===== src/rtl/rcss_pkg.sv =====
// Package for the rule-checked state stack: payload, command and state types.
package rcss_pkg;

	localparam int STATE_W     = 3;
	localparam int DEPTH_OUT_W = 5;
	localparam int RULE_W      = 64;
	localparam int CFG_DATA_W  = 64;
	localparam int CFG_IDX_W   = 1;

	typedef logic [CFG_IDX_W-1:0] cfg_idx_t;
	localparam cfg_idx_t CFG_RULE_MATRIX   = 1'b0;
	localparam cfg_idx_t CFG_INITIAL_STATE = 1'b1;

	localparam logic REQ_PUSH = 1'b0;
	localparam logic REQ_POP  = 1'b1;

	typedef enum logic [1:0] {
		STAT_DONE     = 2'd0,
		STAT_BAD_MOVE = 2'd1,
		STAT_EMPTY    = 2'd2,
		STAT_FULL     = 2'd3
	} status_t;

	typedef struct packed {
		logic               req_type;
		logic [STATE_W-1:0] new_state;
	} req_t;

	typedef struct packed {
		status_t                status;
		logic [STATE_W-1:0]     removed_state;
		logic [STATE_W-1:0]     current_state;
		logic [DEPTH_OUT_W-1:0] stack_depth;
	} res_t;

	typedef enum logic {
		CS_IDLE   = 1'b0,
		CS_REFILL = 1'b1
	} ctrl_state_t;

	typedef struct packed {
		logic exec;
		logic refill;
	} cmd_t;

	typedef struct packed {
		logic refill_needed;
	} sts_t;

endpackage


===== src/rtl/rcss_ctrl.sv =====
// Controller: accepts requests and sequences the top-of-stack refill after a pop.
module rcss_ctrl (
	input  logic          clk,
	input  logic          arst_n,
	input  logic          start,
	input  rcss_pkg::sts_t sts,
	output rcss_pkg::cmd_t cmd,
	output logic          busy
);
	import rcss_pkg::*;

	ctrl_state_t state_q, state_d;

	always_ff @(posedge clk or negedge arst_n) begin
		if (!arst_n) begin
			state_q <= CS_IDLE;
		end else begin
			state_q <= state_d;
		end
	end

	always_comb begin
		state_d = state_q;
		case (state_q)
			CS_IDLE: begin
				if (start && sts.refill_needed) begin
					state_d = CS_REFILL;
				end
			end
			CS_REFILL: begin
				state_d = CS_IDLE;
			end
			default: begin
				state_d = CS_IDLE;
			end
		endcase
	end

	always_comb begin
		cmd  = '0;
		busy = 1'b0;
		case (state_q)
			CS_IDLE: begin
				cmd.exec = start;
			end
			CS_REFILL: begin
				cmd.refill = 1'b1;
				busy       = 1'b1;
			end
			default: begin
				busy = 1'b1;
			end
		endcase
	end

`ifndef NO_ASSERTIONS
	a_refill_one_cycle: assert property (@(posedge clk) disable iff (!arst_n)
		state_q == CS_REFILL |=> state_q == CS_IDLE)
		else $error("refill lasted more than one cycle");
	a_cmd_exclusive: assert property (@(posedge clk) disable iff (!arst_n)
		!(cmd.exec && cmd.refill))
		else $error("exec and refill issued together");
	a_refill_follows_pop: assert property (@(posedge clk) disable iff (!arst_n)
		cmd.refill |-> $past(cmd.exec && sts.refill_needed))
		else $error("refill without a preceding pop");
`endif

endmodule


===== src/rtl/rcss_datapath.sv =====
// Datapath: config registers, cached stack top, history memory and result register.
module rcss_datapath #(
	parameter int STACK_DEPTH = 16
) (
	input  logic                          clk,
	input  logic                          arst_n,
	input  logic                          cfg_we,
	input  rcss_pkg::cfg_idx_t            cfg_idx,
	input  logic [rcss_pkg::CFG_DATA_W-1:0] cfg_wdata,
	input  rcss_pkg::req_t                req,
	input  rcss_pkg::cmd_t                cmd,
	output rcss_pkg::sts_t                sts,
	output logic                          done,
	output rcss_pkg::res_t                res
);
	import rcss_pkg::*;

	localparam int CW = $clog2(STACK_DEPTH + 1);
	localparam int AW = $clog2(STACK_DEPTH);

	logic [RULE_W-1:0]  rule_q;
	logic [STATE_W-1:0] init_q;
	logic [CW-1:0]      count_q, count_d;
	logic [STATE_W-1:0] top_q, rd_q, rm_q;
	logic [STATE_W-1:0] mem [STACK_DEPTH];
	logic               done_q;
	res_t               res_q, res_d;

	logic [STATE_W-1:0] cur;
	logic               is_empty, is_full, rule_ok, push_ok, pop_ok, pop_refill, is_pop;

	always_comb begin
		is_empty   = (count_q == '0);
		is_full    = (count_q == CW'(STACK_DEPTH));
		cur        = is_empty ? init_q : top_q;
		rule_ok    = rule_q[{cur, req.new_state}];
		is_pop     = (req.req_type == REQ_POP);
		push_ok    = !is_pop && (is_empty || (rule_ok && !is_full));
		pop_ok     = is_pop && !is_empty;
		pop_refill = pop_ok && (count_q != CW'(1));
		sts.refill_needed = pop_refill;
	end

	always_comb begin
		count_d = count_q;
		res_d   = res_q;
		if (cmd.refill) begin
			res_d.status        = STAT_DONE;
			res_d.removed_state = rm_q;
			res_d.current_state = rd_q;
			res_d.stack_depth   = DEPTH_OUT_W'(count_q);
		end else if (cmd.exec) begin
			res_d.removed_state = '0;
			res_d.current_state = cur;
			if (!is_pop) begin
				if (push_ok) begin
					res_d.status        = STAT_DONE;
					res_d.current_state = req.new_state;
					count_d             = count_q + CW'(1);
				end else if (!rule_ok) begin
					res_d.status = STAT_BAD_MOVE;
				end else begin
					res_d.status = STAT_FULL;
				end
			end else if (pop_ok) begin
				res_d.status        = STAT_DONE;
				res_d.removed_state = top_q;
				res_d.current_state = init_q;
				count_d             = count_q - CW'(1);
			end else begin
				res_d.status = STAT_EMPTY;
			end
			res_d.stack_depth = DEPTH_OUT_W'(count_d);
		end
	end

	always_ff @(posedge clk or negedge arst_n) begin
		if (!arst_n) begin
			rule_q  <= '0;
			init_q  <= '0;
			count_q <= '0;
			done_q  <= 1'b0;
		end else begin
			if (cfg_we) begin
				case (cfg_idx)
					CFG_RULE_MATRIX:   rule_q <= cfg_wdata[RULE_W-1:0];
					CFG_INITIAL_STATE: init_q <= cfg_wdata[STATE_W-1:0];
					default: begin
					end
				endcase
			end
			count_q <= count_d;
			// a pop that needs a refill reports after the refill cycle only
			done_q  <= (cmd.exec && !pop_refill) || cmd.refill;
		end
	end

	always_ff @(posedge clk) begin
		res_q <= res_d;
		if (cmd.refill) begin
			top_q <= rd_q;
		end else if (cmd.exec && push_ok) begin
			top_q <= req.new_state;
		end
		if (cmd.exec && pop_ok) begin
			rm_q <= top_q;
		end
	end

	// entries below the cached top live in the memory
	always_ff @(posedge clk) begin
		if (cmd.exec && push_ok && !is_empty) begin
			mem[AW'(count_q - CW'(1))] <= top_q;
		end
		if (cmd.exec && pop_refill) begin
			rd_q <= mem[AW'(count_q - CW'(2))];
		end
	end

	assign done = done_q;
	assign res  = res_q;

`ifndef NO_ASSERTIONS
	a_count_bound: assert property (@(posedge clk) disable iff (!arst_n)
		32'(count_q) <= STACK_DEPTH)
		else $error("entry count beyond stack depth");
	a_refill_nonempty: assert property (@(posedge clk) disable iff (!arst_n)
		cmd.refill |-> !is_empty)
		else $error("refill with empty stack");
	a_fail_keeps_count: assert property (@(posedge clk) disable iff (!arst_n)
		cmd.exec && !push_ok && !pop_ok |=> $stable(count_q))
		else $error("failed request changed the stack");
`endif

endmodule


===== src/rtl/rule_checked_state_stack_core.sv =====
// Top level of the rule-checked state stack.
//
//  channel   handshake                 payload
//  request   start / busy              req (req_type, new_state)
//  result    done (one-cycle strobe)   res (status, removed_state, current_state, stack_depth)
//  config    cfg_we                    cfg_idx, cfg_wdata
//
// A push, a failed request or a pop emptying the stack skips the refill; busy stays low.
// A pop that leaves entries adds a refill step: the new top is read from the history memory
// (registered read port), and busy is high during that read.
// The result strobe is registered, the cycle after the last step of the request.
// Reset clears the count and config registers; the history memory is not cleared.
// The receiver cannot stall; each result is shown for exactly one cycle.
module rule_checked_state_stack_core #(
	parameter int STACK_DEPTH = 16
) (
	input  logic                          clk,
	input  logic                          arst_n,
	input  logic                          start,
	output logic                          busy,
	input  rcss_pkg::req_t                req,
	output logic                          done,
	output rcss_pkg::res_t                res,
	input  logic                          cfg_we,
	input  rcss_pkg::cfg_idx_t            cfg_idx,
	input  logic [rcss_pkg::CFG_DATA_W-1:0] cfg_wdata
);
	import rcss_pkg::*;

	cmd_t cmd;
	sts_t sts;

	rcss_ctrl u_ctrl (
		.clk    (clk),
		.arst_n (arst_n),
		.start  (start),
		.sts    (sts),
		.cmd    (cmd),
		.busy   (busy)
	);

	rcss_datapath #(
		.STACK_DEPTH (STACK_DEPTH)
	) u_dp (
		.clk       (clk),
		.arst_n    (arst_n),
		.cfg_we    (cfg_we),
		.cfg_idx   (cfg_idx),
		.cfg_wdata (cfg_wdata),
		.req       (req),
		.cmd       (cmd),
		.sts       (sts),
		.done      (done),
		.res       (res)
	);

`ifndef NO_ASSERTIONS
	a_done_source: assert property (@(posedge clk) disable iff (!arst_n)
		done |-> $past(start && !busy) || $past(busy))
		else $error("result without a request");
	a_fail_no_removed: assert property (@(posedge clk) disable iff (!arst_n)
		done && res.status != STAT_DONE |-> res.removed_state == '0)
		else $error("failed request reports a removed state");
	a_depth_bound: assert property (@(posedge clk) disable iff (!arst_n)
		done |-> (STACK_DEPTH > 31) || (32'(res.stack_depth) <= STACK_DEPTH))
		else $error("reported depth beyond stack depth");
`endif

endmodule

===== config.mk =====
export PLATFORM = sky130hd
export DESIGN_NAME = rule_checked_state_stack_core
export DESIGN_NICKNAME = d
export VERILOG_FILES = /design/src/rtl/rcss_pkg.sv /design/src/rtl/rcss_ctrl.sv /design/src/rtl/rcss_datapath.sv /design/src/rtl/rule_checked_state_stack_core.sv
export SDC_FILE = /design/constraint.sdc
export NUM_CORES = 1
export LEC_CHECK = 0
export BUFFER_PORTS_ARGS = -buffer_cell sky130_fd_sc_hd__buf_2
export CORE_MARGIN = 2
export CORE_UTILIZATION = 41
export DETAILED_ROUTE_END_ITERATION = 6
export GPL_TIMING_DRIVEN = 0
export PLACE_DENSITY_LB_ADDON = 0.15
export SKIP_LAST_GASP = 1
export SLEW_MARGIN = 20
export SYNTH_ARGS = -nofsm -noshare
export SYNTH_HDL_FRONTEND = slang
export SYNTH_SLANG_ARGS = --single-unit

===== constraint.sdc =====
create_clock -name clk -period 4.4 [get_ports clk]
set_clock_uncertainty 0.1 [all_clocks]
set_input_delay 0.66 -clock clk [delete_from_list [all_inputs] [get_ports clk]]
set_output_delay 0.66 -clock clk [all_outputs]
set_load 0.02 [all_outputs]

==> results by group, run 1 <==
Setup path
  • CP Capture Type: register
  • Crit path kind: reg -> reg
  • Crit path to: u_dp.mem[12][2]
  • FF-to-FF setup slack: between 0.2 and 0.25 ns
  • Top Family by Delay on Critical Path: simple AND/OR/NAND/NOR gates
  • Crit-path max FO: 10
  • Cell count of the worst reg-to-reg path: 12
  • Critical path depth: 12
  • Crit-path slowest cell: nor4b_4
  • CP most frequent cell: buf_4
  • Worst stage delay on the critical path: 0.48 ns
  • Required @ worst endpoint: 4.39 ns
  • CP arrival: 4.16 ns
  • Crit path launch: u_dp.count_q[1]
  • Critical-path cell list: clkbuf_4 -> clkinvlp_4 -> ha_1 -> nor4b_4 -> mux2_2 -> and2_1 -> a32oi_2 -> nand3_2 -> o211a_1 -> buf_4 -> buf_4 -> nor4_4
  • FF-to-FF Start: u_dp.count_q[1]
  • Capture point of the worst reg-to-reg path: u_dp.mem[12][2]
  • Worst path buffer plus inverter count: 4
  • Worst setup SP type: register

Routing
  • ANT nets after route: 0
  • Metal-1 WL: approximately 6.9 mm
  • WL met2: 7.83 mm
  • Drt wl/cell: around 20 um
  • # DRC: 0
  • Top sig layer: met4
  • Via-per-instance ratio: about 5.4
  • Number of iterations in the first detailed-routing pass: 5
  • DRT Wirelength: roughly 16 mm
  • Detailed-route via count: 4372
  • Met3 WL: 990 um
  • Iteration-0 DRC Markers: 409

Floorplan
  • Cell row count: 47
  • Core Region: 16400 um2
  • Die X: 133 um
  • IO Pins: 88
  • Die Area: 17600 um2
  • Initial core utilization: 41.4%
  • Chip height: 133 um

Logic synthesis
  • Adder-cell area share of the yosys netlist: 1.66%
  • Yosys top cell area share: around 30%
  • Yosys warnings: 0
  • Area of the mapped netlist: 6790 um2
  • Distinct cells, synth: 50
  • Synth Register Bits: 144
  • Synth area leaders: edfxtp_1 (30%), dfrtp_1 (27%), mux2_2 (12%)
  • EDFF count, synth: roughly 70
  • Largest family of logic cells by synthesized area: multiplexers
  • Syn nets: 546
  • Simple-Gate Fraction of Synth Area: under 10%
  • Most area-hungry cell type in the Yosys netlist: edfxtp_1
  • Seq/Total Area, Yosys: 58.0%
  • Synth Flop Type: dfrtp_1
  • Async S/R FF share, synth: roughly half
  • Compound-cell area share of the yosys netlist: 5.24%
  • Avg Synthesized Cell Area: 14.6 um2
  • Post-synthesis mux area share: 24.2%
  • Mapped Cells: 464
  • Post-Synth XOR/XNOR Area: less than 1%

CTS
  • CTS tree: built
  • Clock root cell: clkbuf_16
  • Skew-Pair Late Insertion Delay: 0.42 ns
  • Clk buf depth: 2
  • CTS buffer count: 17
  • Register clock-pin slew on the reported worst setup and hold paths: approximately 0.060 ns
  • Htree depth: 4
  • TritonCTS Sinks: 144

Power
  • Power per cell area: 573 nW/um2
  • Static Leakage: ~3.3 nW
  • Worst vdd ir: 320 uV
  • Final Power: slightly below 0.005 W

Global routing
  • Gr usage total: 19.1%
  • First-pass GRT wire length: roughly 26 mm
  • Largest net degree at the start of global routing: 51
  • Gr ovfl total: 0
  • Vias in the first global route: 4579
  • Initial antenna violation count: 1

STA
  • Max-slew violation count: 0
  • Unrepaired setup endpoints after global routing: false
  • Final hold vios: 0
  • Max transition margin: 48.4%
  • Tightest Pin Transition: 0.775 ns
  • Setup TNS: 0 ns
  • Setup ws final: 0.231 ns
  • Fmax: 0.240 GHz
  • Tcrit/Tclk final: 94.8%
  • Count of final setup violators: 0
  • Tmin final: approximately 4.2 ns

Final layout
  • Layout area overhead: 24.8%
  • N_diodes: 0
  • Final Core Density: 51.6%
  • Share of cells above drive strength 1: a little under half
  • Final net count: about 660
  • Layout fillers: approximately 1400

Place
  • IO buf count: 85
  • Dpl ws: -1.01 ns
  • GPL Wtd Cong: 0.910
  • Final HPWL DP: 11.4 mm

Min path
  • Hold WC Path Type: in -> async

Run
  • Max Cap Violations: 0

Outcome
  • Status: finished, final reports clean
[cell type report]
type | instances | area (um2) | area share [%]
Sequential cell | 144 | 3940 | 46.5
Multi-Input combinational cell | 282 | 2910 | 34.4
Timing Repair Buffer | 93 | 515 | 6.09
Clock buffer | 17 | 425 | 5.02
Tap cell | 220 | 275 | 3.25
Clock inverter | 15 | 233 | 2.75
Buffer | 27 | 134 | 1.58
Inverter | 8 | 33.8 | 0.399
[Yosys cell counts, drive strengths merged, types with 5 or more instances]
| cell type | instances |
|---|---|
| nand2 | 34 |
| mux2i | 12 |
| nor3 | 7 |
| edfxtp | 68 |
| dfrtp | 74 |
| o21ai | 15 |
| mux4 | 32 |
| ha | 9 |
| clkbuf | 18 |
| a21oi | 12 |
| nor2 | 16 |
| inv | 8 |
| mux2 | 71 |
| buf | 12 |
| nand3 | 5 |
| nor4 | 14 |
| nor2b | 7 |
[state kept, by name (all words and copies together), names as in the netlist]
name / count
u_ctrl.state_q: 1
u_dp.rule_q: 64
u_dp.res: 13
u_dp.rd_q: 3
u_dp.mem: 48
u_dp.done: 1
u_dp.count_q: 5
u_dp.init_q: 3
u_dp.top_q: 3
u_dp.rm_q: 3
[metrics by stage]
step / hold slack (ns) / area, um2 / cells
after floorplan: 0.264 / 6790 / 464
after global placement: 0.349 / 7490 / 769
after detailed placement: 0.358 / 7520 / 770
after CTS: 0.0511 / 8360 / 800
after global routing: 0.0553 / 8470 / 806
final: 0.0533 / 8470 / 806
[metal layers]
metal  vias to the layer above  track usage (%)
li1                       1985                -
met1                      2220             25.3
met2                       145             30.4
met3                        22             5.86
met4                         0             6.03
met5                         -                0
[power by group]
group / internal, W / switching (W) / leakage [nW]
Sequential: 0.00164 / 0.000158 / 1.51
Clock: 0.00101 / 0.000585 / 0.307
Combinational: 0.000636 / 0.000816 / 1.46
Total: 0.00329 / 0.00156 / 3.28
[worst min-delay path by stage]
stage | from | end | slack, ns | cells past startpoint
after floorplan | arst_n | u_ctrl.state_q | 0.26 | 0
after global placement | u_dp.res[12] | u_dp.res[12] | 0.35 | 2
after detailed placement | u_dp.res[12] | u_dp.res[12] | 0.36 | 2
after CTS | arst_n | u_dp.done | 0.05 | 1
after global routing | arst_n | u_dp.done | 0.06 | 1
final | arst_n | u_ctrl.state_q | 0.05 | 1
[repair_timing]
item,in CTS,in global routing
gates cloned,0,0
setup buffers,0,5
setup endpoints to repair,65,54
hold buffers,0,0
pin swaps,9,4
gates resized for setup,32,7
[worst reg2reg max path: stages, from the launching register on]
cell,delay (ns)
dfrtp_2,0.45
clkbuf_4,0.25
clkinvlp_4,0.19
ha_1,0.24
nor4b_4,0.48
mux2_2,0.44
and2_1,0.18
a32oi_2,0.30
nand3_2,0.17
o211a_1,0.24
buf_4,0.18
buf_4,0.23
nor4_4,0.39
[cell families after synthesis]
group / count (synthesis)
AND/OR/NAND/NOR: 103
adder cells (fa/ha/maj): 9
XOR/XNOR: 5
flip-flops: 144
AO/OA/AOI/OAI: 50
buffers and inverters: 38
multiplexers: 115
[cells in the final DEF, fill, tap and decap left out, drive strengths merged, types with 9 or more instances in the layout]
cell type  netlist  routed
edfxtp          68      68
buf             12     104
ha               9       9
mux2            71      71
o21ai           15      15
nor4            14      14
mux4            32      32
inv              8      11
dfrtp           74      74
a21oi           12      12
clkbuf          18      33
mux2i           12      12
nor2            16      16
nand2           34      34
(Power assumes the default switching activity.)
==> inputs of run 2 (changes only) <==
BUFFER_PORTS_ARGS = -buffer_cell sky130_fd_sc_hd__buf_4   (was -buffer_cell sky130_fd_sc_hd__buf_2)
SYNTH_HIERARCHICAL = 1   (was default)
==> run 2 against run 1 <==
Die area down 0.45%. Utilization up 0.27 points. Register-to-register slack about the same. Non-clock buffer count down 6. Power up 2.6%. Clock power down 9%. Flip-flop and latch count unchanged. Clock-buffer cell count up 9. Critical path depth up 1. Worst setup slack worse by 0.010 ns. Sequential share of layout area up 0.87 points.
==> results by group, run 2 <==
Outcome
  • Status: finished, final reports clean

Setup path
  • Required @ worst endpoint: 4.42 ns
  • Crit path launch: u_dp/count_q[0]
  • CP arrival: 4.20 ns
  • Crit path kind: reg -> reg
  • FF-to-FF Start: u_dp/count_q[0]
  • CP Capture Type: register
  • Worst setup SP type: register
  • Crit-path max FO: 10

Final layout
  • Sequential Area: 3930 um2
  • Max FFs per register: 64
  • Final Core Density: 51.9%
  • Final net count: 652
  • Multi-input gate area: 2660 um2
  • Commonest non-fill, non-tap cell in the layout: buf_4
  • N_diodes: 0
  • Share of cells above drive strength 1: 40.1%
  • Most frequent cells in the layout: buf_4 (87), dfrtp_1 (74), mux2_2 (72)
  • Layout fillers: 1414
  • Most flop-heavy register: u_dp/rule_q
  • Layout area overhead: 22.9%

Floorplan
  • Core Region: 16000 um2
  • Die X: 132 um
  • Die Area: 17500 um2
  • Initial core utilization: 42.2%
  • Chip height: between 100 and 150 um
  • IO Pins: just under 90
  • Cell row count: 46

CTS
  • Clk buf depth: 2
  • TritonCTS Sinks: 144
  • CTS tree: built
  • Post-CTS Hold Fix Bufs: 0
  • Skew-Pair Late Insertion Delay: between 0.4 and 0.5 ns
  • Clock root cell: clkbuf_16
  • Htree depth: 4
  • Register clock-pin slew on the reported worst setup and hold paths: 0.06 ns
  • CTS buffer count: 17

STA
  • Count of final setup violators: 0
  • Fmax: 0.239 GHz
  • Final Hold Slack: approximately 0.27 ns
  • Final hold vios: 0
  • Tcrit/Tclk final: 95.0%
  • Max transition margin: between 30% and 40%
  • Tightest Pin Transition: between 0.9 and 1 ns
  • Max-slew violation count: 0
  • Tmin final: 4.18 ns
  • Unrepaired setup endpoints after global routing: false

Logic synthesis
  • Most area-hungry cell type in the Yosys netlist: edfxtp_1
  • Count leader, synth: dfrtp_1
  • Synth Flop Type: dfrtp_1
  • Top post-synthesis cells by count: dfrtp_1 (74), mux2_2 (72), edfxtp_1 (68)
  • Yosys top cell area share: 30.2%
  • Avg Synthesized Cell Area: between 10 and 15 um2
  • Syn nets: 548
  • EDFF count, synth: 68
  • Synth Register Bits: 144
  • Yosys warnings: 6
  • Synth area leaders: edfxtp_1 (30%), dfrtp_1 (27%), mux2_2 (12%)
  • Seq/Total Area, Yosys: 58.2%
  • Distinct cells, synth: 52
  • Async S/R FF share, synth: 51.4%
  • Mapped Cells: 466
  • Area of the mapped netlist: 6750 um2

Global routing
  • Largest net degree at the start of global routing: 75
  • Initial antenna violation count: 0
  • Gr ovfl total: 0
  • First-pass GRT wire length: 24.6 mm
  • Vias in the first global route: about 4600
  • Gr usage total: a little under a fifth

Routing
  • Drt wl/cell: 19.5 um
  • Iteration-0 DRC Markers: ~350
  • # DRC: 0
  • Detailed-route via count: 4308
  • ANT nets after route: 0
  • DRT Wirelength: 15.6 mm
  • Number of iterations in the first detailed-routing pass: 4
  • Via-per-instance ratio: 5.39

Run
  • Max Cap Violations: 0

Power
  • Worst vdd ir: a little under 400 uV
  • Power per cell area: 599 nW/um2
  • Static Leakage: 3.36 nW

Place
  • Final HPWL DP: around 11 mm
  • GPL Wtd Cong: 0.874
  • IO buf count: 84

Min path
  • Hold WC Path Type: in -> async
==> run 2: worst paths after layout <==
path                       cells after the start  slack [ns]         endpoint
max                                           13        0.22   u_dp/mem[8][2]
min                                            1        0.27  u_dp/rule_q[15]
max reg2reg                                   13        0.22   u_dp/mem[8][2]
min reg2reg                                    2        0.37     u_dp/res[11]
max in group asynchronous                      1        3.27  u_dp/rule_q[60]
min in group clk                               2        0.37  u_dp/rule_q[13]
==> run 2: critical path, cell delays in order, from the launching register on <==
cell and delay (ns):
dfrtp_1 0.42, buf_2 0.22, clkbuf_4 0.24, inv_2 0.15, ha_1 0.21, or4b_4 0.47, buf_6 0.16, mux2_4 0.35
mux2i_1 0.17, o22ai_2 0.27, o221ai_4 0.26, nor3_4 0.33, buf_2 0.24, and3_1 0.26
==> run 2: through the flow <==
step / std cells / total power [W] / worst slack, ns / instance area (um2) / TNS (ns)
2_1_floorplan: 466 / 0.00298 / 0.456 / 6750 / 0
3_3_place_gp: 766 / 0.00350 / -0.446 / 7650 / -18.85
3_5_place_dp: 766 / 0.00352 / -0.487 / 7650 / -21.15
4_1_cts: 798 / 0.00500 / 0.0307 / 8290 / 0
5_1_grt: 799 / 0.00523 / 0.0183 / 8300 / 0
6_report: 799 / 0.00498 / 0.221 / 8300 / 0
==> run 2: power by group <==
part           internal [W]  switching [W]
combinational      0.000733       0.000912
sequential          0.00171       0.000169
clock              0.000914       0.000539
total               0.00336        0.00162
==> run 2: logic make-up after synthesis <==
| logic type | synth area share [%] |
|---|---|
| xor gates and xnor gates | 1.17 |
| and+or+nand+nor | 6.91 |
| buffers and inverters | 2.58 |
| DFF | 58.2 |
| AOI/OAI and AO/OA | 6.45 |
| muxes | 23.0 |
| adders and majority gates | 1.67 |
==> run 2: final cells by class <==
| cell class | count | share of cell area [%] |
|---|---|---|
| inverter | 9 | 0.407 |
| timing repair buffer | 86 | 7.78 |
| clock buffer | 26 | 7.04 |
| clock inverter | 6 | 0.437 |
| buffer | 28 | 1.72 |
| sequential | 144 | 47.4 |
| multi-input combinational | 284 | 32.0 |
| tap | 216 | 3.25 |
==> run 2: layer usage <==
metal	global-route usage [%]	part of all wire [%]	vias to the layer above
met5	0	0	-
met4	6.99	1.9	0
met3	5.46	5.5	24
met2	30.0	51	128
met1	23.5	42	2170
li1	-	-	1986
==> run 2: what timing repair did <==
item	CTS	global route
setup buffers	0	2
setup endpoints to repair	63	39
pin swaps	0	2
gates resized for setup	5	5
==> inputs of run 3 (changes only) <==
CTS_BUF_LIST = sky130_fd_sc_hd__clkbuf_4 sky130_fd_sc_hd__clkbuf_8   (was default)
SETUP_SLACK_MARGIN = 0.02   (was default)
==> run 3 against run 2 <==
Final cell count down 0.13%. Utilization down 1.1 points. Maximum frequency up 0.52%. Die area stayed put. Routed wire length shrank 0.20%. Combinational power about the same. Highest routed layer unchanged. Worst setup slack better by 0.022 ns. Sequential power is essentially flat. Global-route usage fell by 0.062 points. Clock power fell by 19%. Via count grew 0.35%. Critical path type unchanged.
==> results by group, run 3 (same netlist as run 2, synthesis figures left out) <==
STA
  • Max transition margin: 35.9%
  • Count of final setup violators: 0
  • Tmin final: 4.16 ns
  • Final hold vios: 0
  • Fmax: 0.241 GHz
  • Unrepaired setup endpoints after global routing: false
  • Tightest Pin Transition: ~0.96 ns
  • Max-slew violation count: 0
  • Tcrit/Tclk final: between 90 and 100%

Routing
  • Iteration-0 DRC Markers: 350
  • DRT Wirelength: about 16 mm
  • Detailed-route via count: 4323
  • Drt wl/cell: approximately 20 um
  • Via-per-instance ratio: 5.42
  • ANT nets after route: 0
  • Number of iterations in the first detailed-routing pass: 5
  • # DRC: 0

CTS
  • Clock root cell: clkbuf_8
  • CTS buffer count: 17
  • Clk buf depth: 2
  • Register clock-pin slew on the reported worst setup and hold paths: 0.08 ns
  • Skew-Pair Late Insertion Delay: between 0.4 and 0.5 ns
  • Post-CTS Hold Fix Bufs: 0
  • Htree depth: 4
  • CTS tree: built
  • TritonCTS Sinks: 144

Power
  • Static Leakage: 3.28 nW
  • Power per cell area: 577 nW/um2
  • Worst vdd ir: 262 uV

Floorplan
  • Chip height: between 100 and 150 um
  • IO Pins: 88
  • Initial core utilization: between 40% and 50%
  • Cell row count: 46
  • Die X: about 130 um
  • Core Region: 16000 um2
  • Die Area: between 15000 and 20000 um2

Final layout
  • Most flop-heavy register: u_dp/rule_q
  • Final net count: about 650
  • Final std cells w/o fill: 798
  • Sequential Area: between 3000 and 4000 um2
  • Commonest non-fill, non-tap cell in the layout: buf_4
  • Multi-input gate area: 2660 um2
  • Share of cells above drive strength 1: 40.2%
  • Max FFs per register: 64
  • Most frequent cells in the layout: buf_4 (86), dfrtp_1 (74), mux2_2 (72)
  • Layout area overhead: 20.3%
  • Final Core Density: 50.8%
  • N_diodes: 0
  • Layout fillers: approximately 1400

Global routing
  • Gr ovfl total: 0
  • First-pass GRT wire length: 24.6 mm
  • Gr usage total: 18.4%
  • Largest net degree at the start of global routing: 75
  • Vias in the first global route: between 4000 and 5000
  • Initial antenna violation count: 0

Setup path
  • Worst path buffer plus inverter count: 5
  • CP arrival: roughly 4.2 ns
  • Crit-path slowest cell: or4b_4
  • Critical-path cell list: buf_2 -> clkbuf_4 -> inv_2 -> ha_1 -> or4b_4 -> buf_6 -> mux2_4 -> mux2i_1 -> o22ai_2 -> o221ai_4 -> nor3_4 -> buf_2 -> and3_1
  • Required @ worst endpoint: about 4.5 ns
  • CP Capture Type: register
  • Crit-path max FO: 10
  • CP most frequent cell: buf_2
  • Top Family by Delay on Critical Path: simple AND/OR/NAND/NOR gates
  • Worst setup SP type: register
  • Worst stage delay on the critical path: 0.47 ns
  • Crit path kind: reg -> reg

Place
  • Placed Cells: roughly 770
  • Final HPWL DP: roughly 11 mm
  • GPL Wtd Cong: 0.874
  • IO buf count: 84

Min path
  • Hold WC Path Type: in -> async

Outcome
  • Status: finished, final reports clean

Run
  • Max Cap Violations: 0
-- run 3: cell types whose count changed in the layout (fill, tap and decap cells not counted) --
cell,previous run,this run
clkbuf_16,21,0
bufinv_16,0,4
buf_4,87,86
clkbuf_1,17,16
clkbuf_8,4,21
clkbuf_4,1,2
-- run 3: layer usage --
layer,vias to the layer above,track usage (%),part of all wire (%)
met5,-,0,0
met3,27,4.73,5.7
met2,146,30.4,50
li1,1988,-,-
met4,0,6.75,2.1
met1,2162,23.5,42
-- run 3: metrics by stage --
stage	TNS, ns	power, W	worst slack, ns	hold WS (ns)	cell area, um2
finish	0	0.00469	0.242	0.270	8130
global route	0	0.00494	0.0321	0.306	8130
CTS	0	0.00473	0.0426	0.275	8130
detailed placement	-21.15	0.00352	-0.487	0.368	7650
global placement	-18.85	0.00350	-0.446	0.364	7650
floorplan	0	0.00298	0.456	0.264	6750
-- run 3: cell type report --
cell class | count | share of cell area, %
repair buffers | 85 | 7.85
well taps | 216 | 3.33
plain buffers | 28 | 1.75
inverters | 9 | 0.416
clock inverters | 10 | 1.92
flip-flops and latches | 144 | 48.4
clock buffers | 22 | 3.65
multi-input cells | 284 | 32.7
-- run 3: report_power, final --
part	switching [W]	total, W	internal (W)	leakage [nW]
Clock	0.000487	0.00117	0.000682	0.229
Sequential	0.000170	0.00188	0.00171	1.52
Combinational	0.000914	0.00164	0.000731	1.54
-- run 3: worst paths after layout --
kind                            startpoint              end  slack, ns  depth (start not counted)
setup / recovery           u_dp/count_q[0]   u_dp/mem[8][1]       0.24                         13
hold / removal                      arst_n  u_dp/rule_q[15]       0.27                          1
setup reg to reg           u_dp/count_q[0]   u_dp/mem[8][1]       0.24                         13
hold reg to reg               u_dp/res[11]     u_dp/res[11]       0.38                          2
max in group asynchronous           arst_n  u_dp/count_q[1]       3.32                          1
min in group clk             cfg_wdata[13]  u_dp/rule_q[13]       0.34                          2
-- run 3: repair_timing --
item | CTS | global route
buffers inserted | 1 | 0
endpoints found under the setup margin | 64 | 51
resized for setup | 5 | 5
pin swaps | 1 | 0
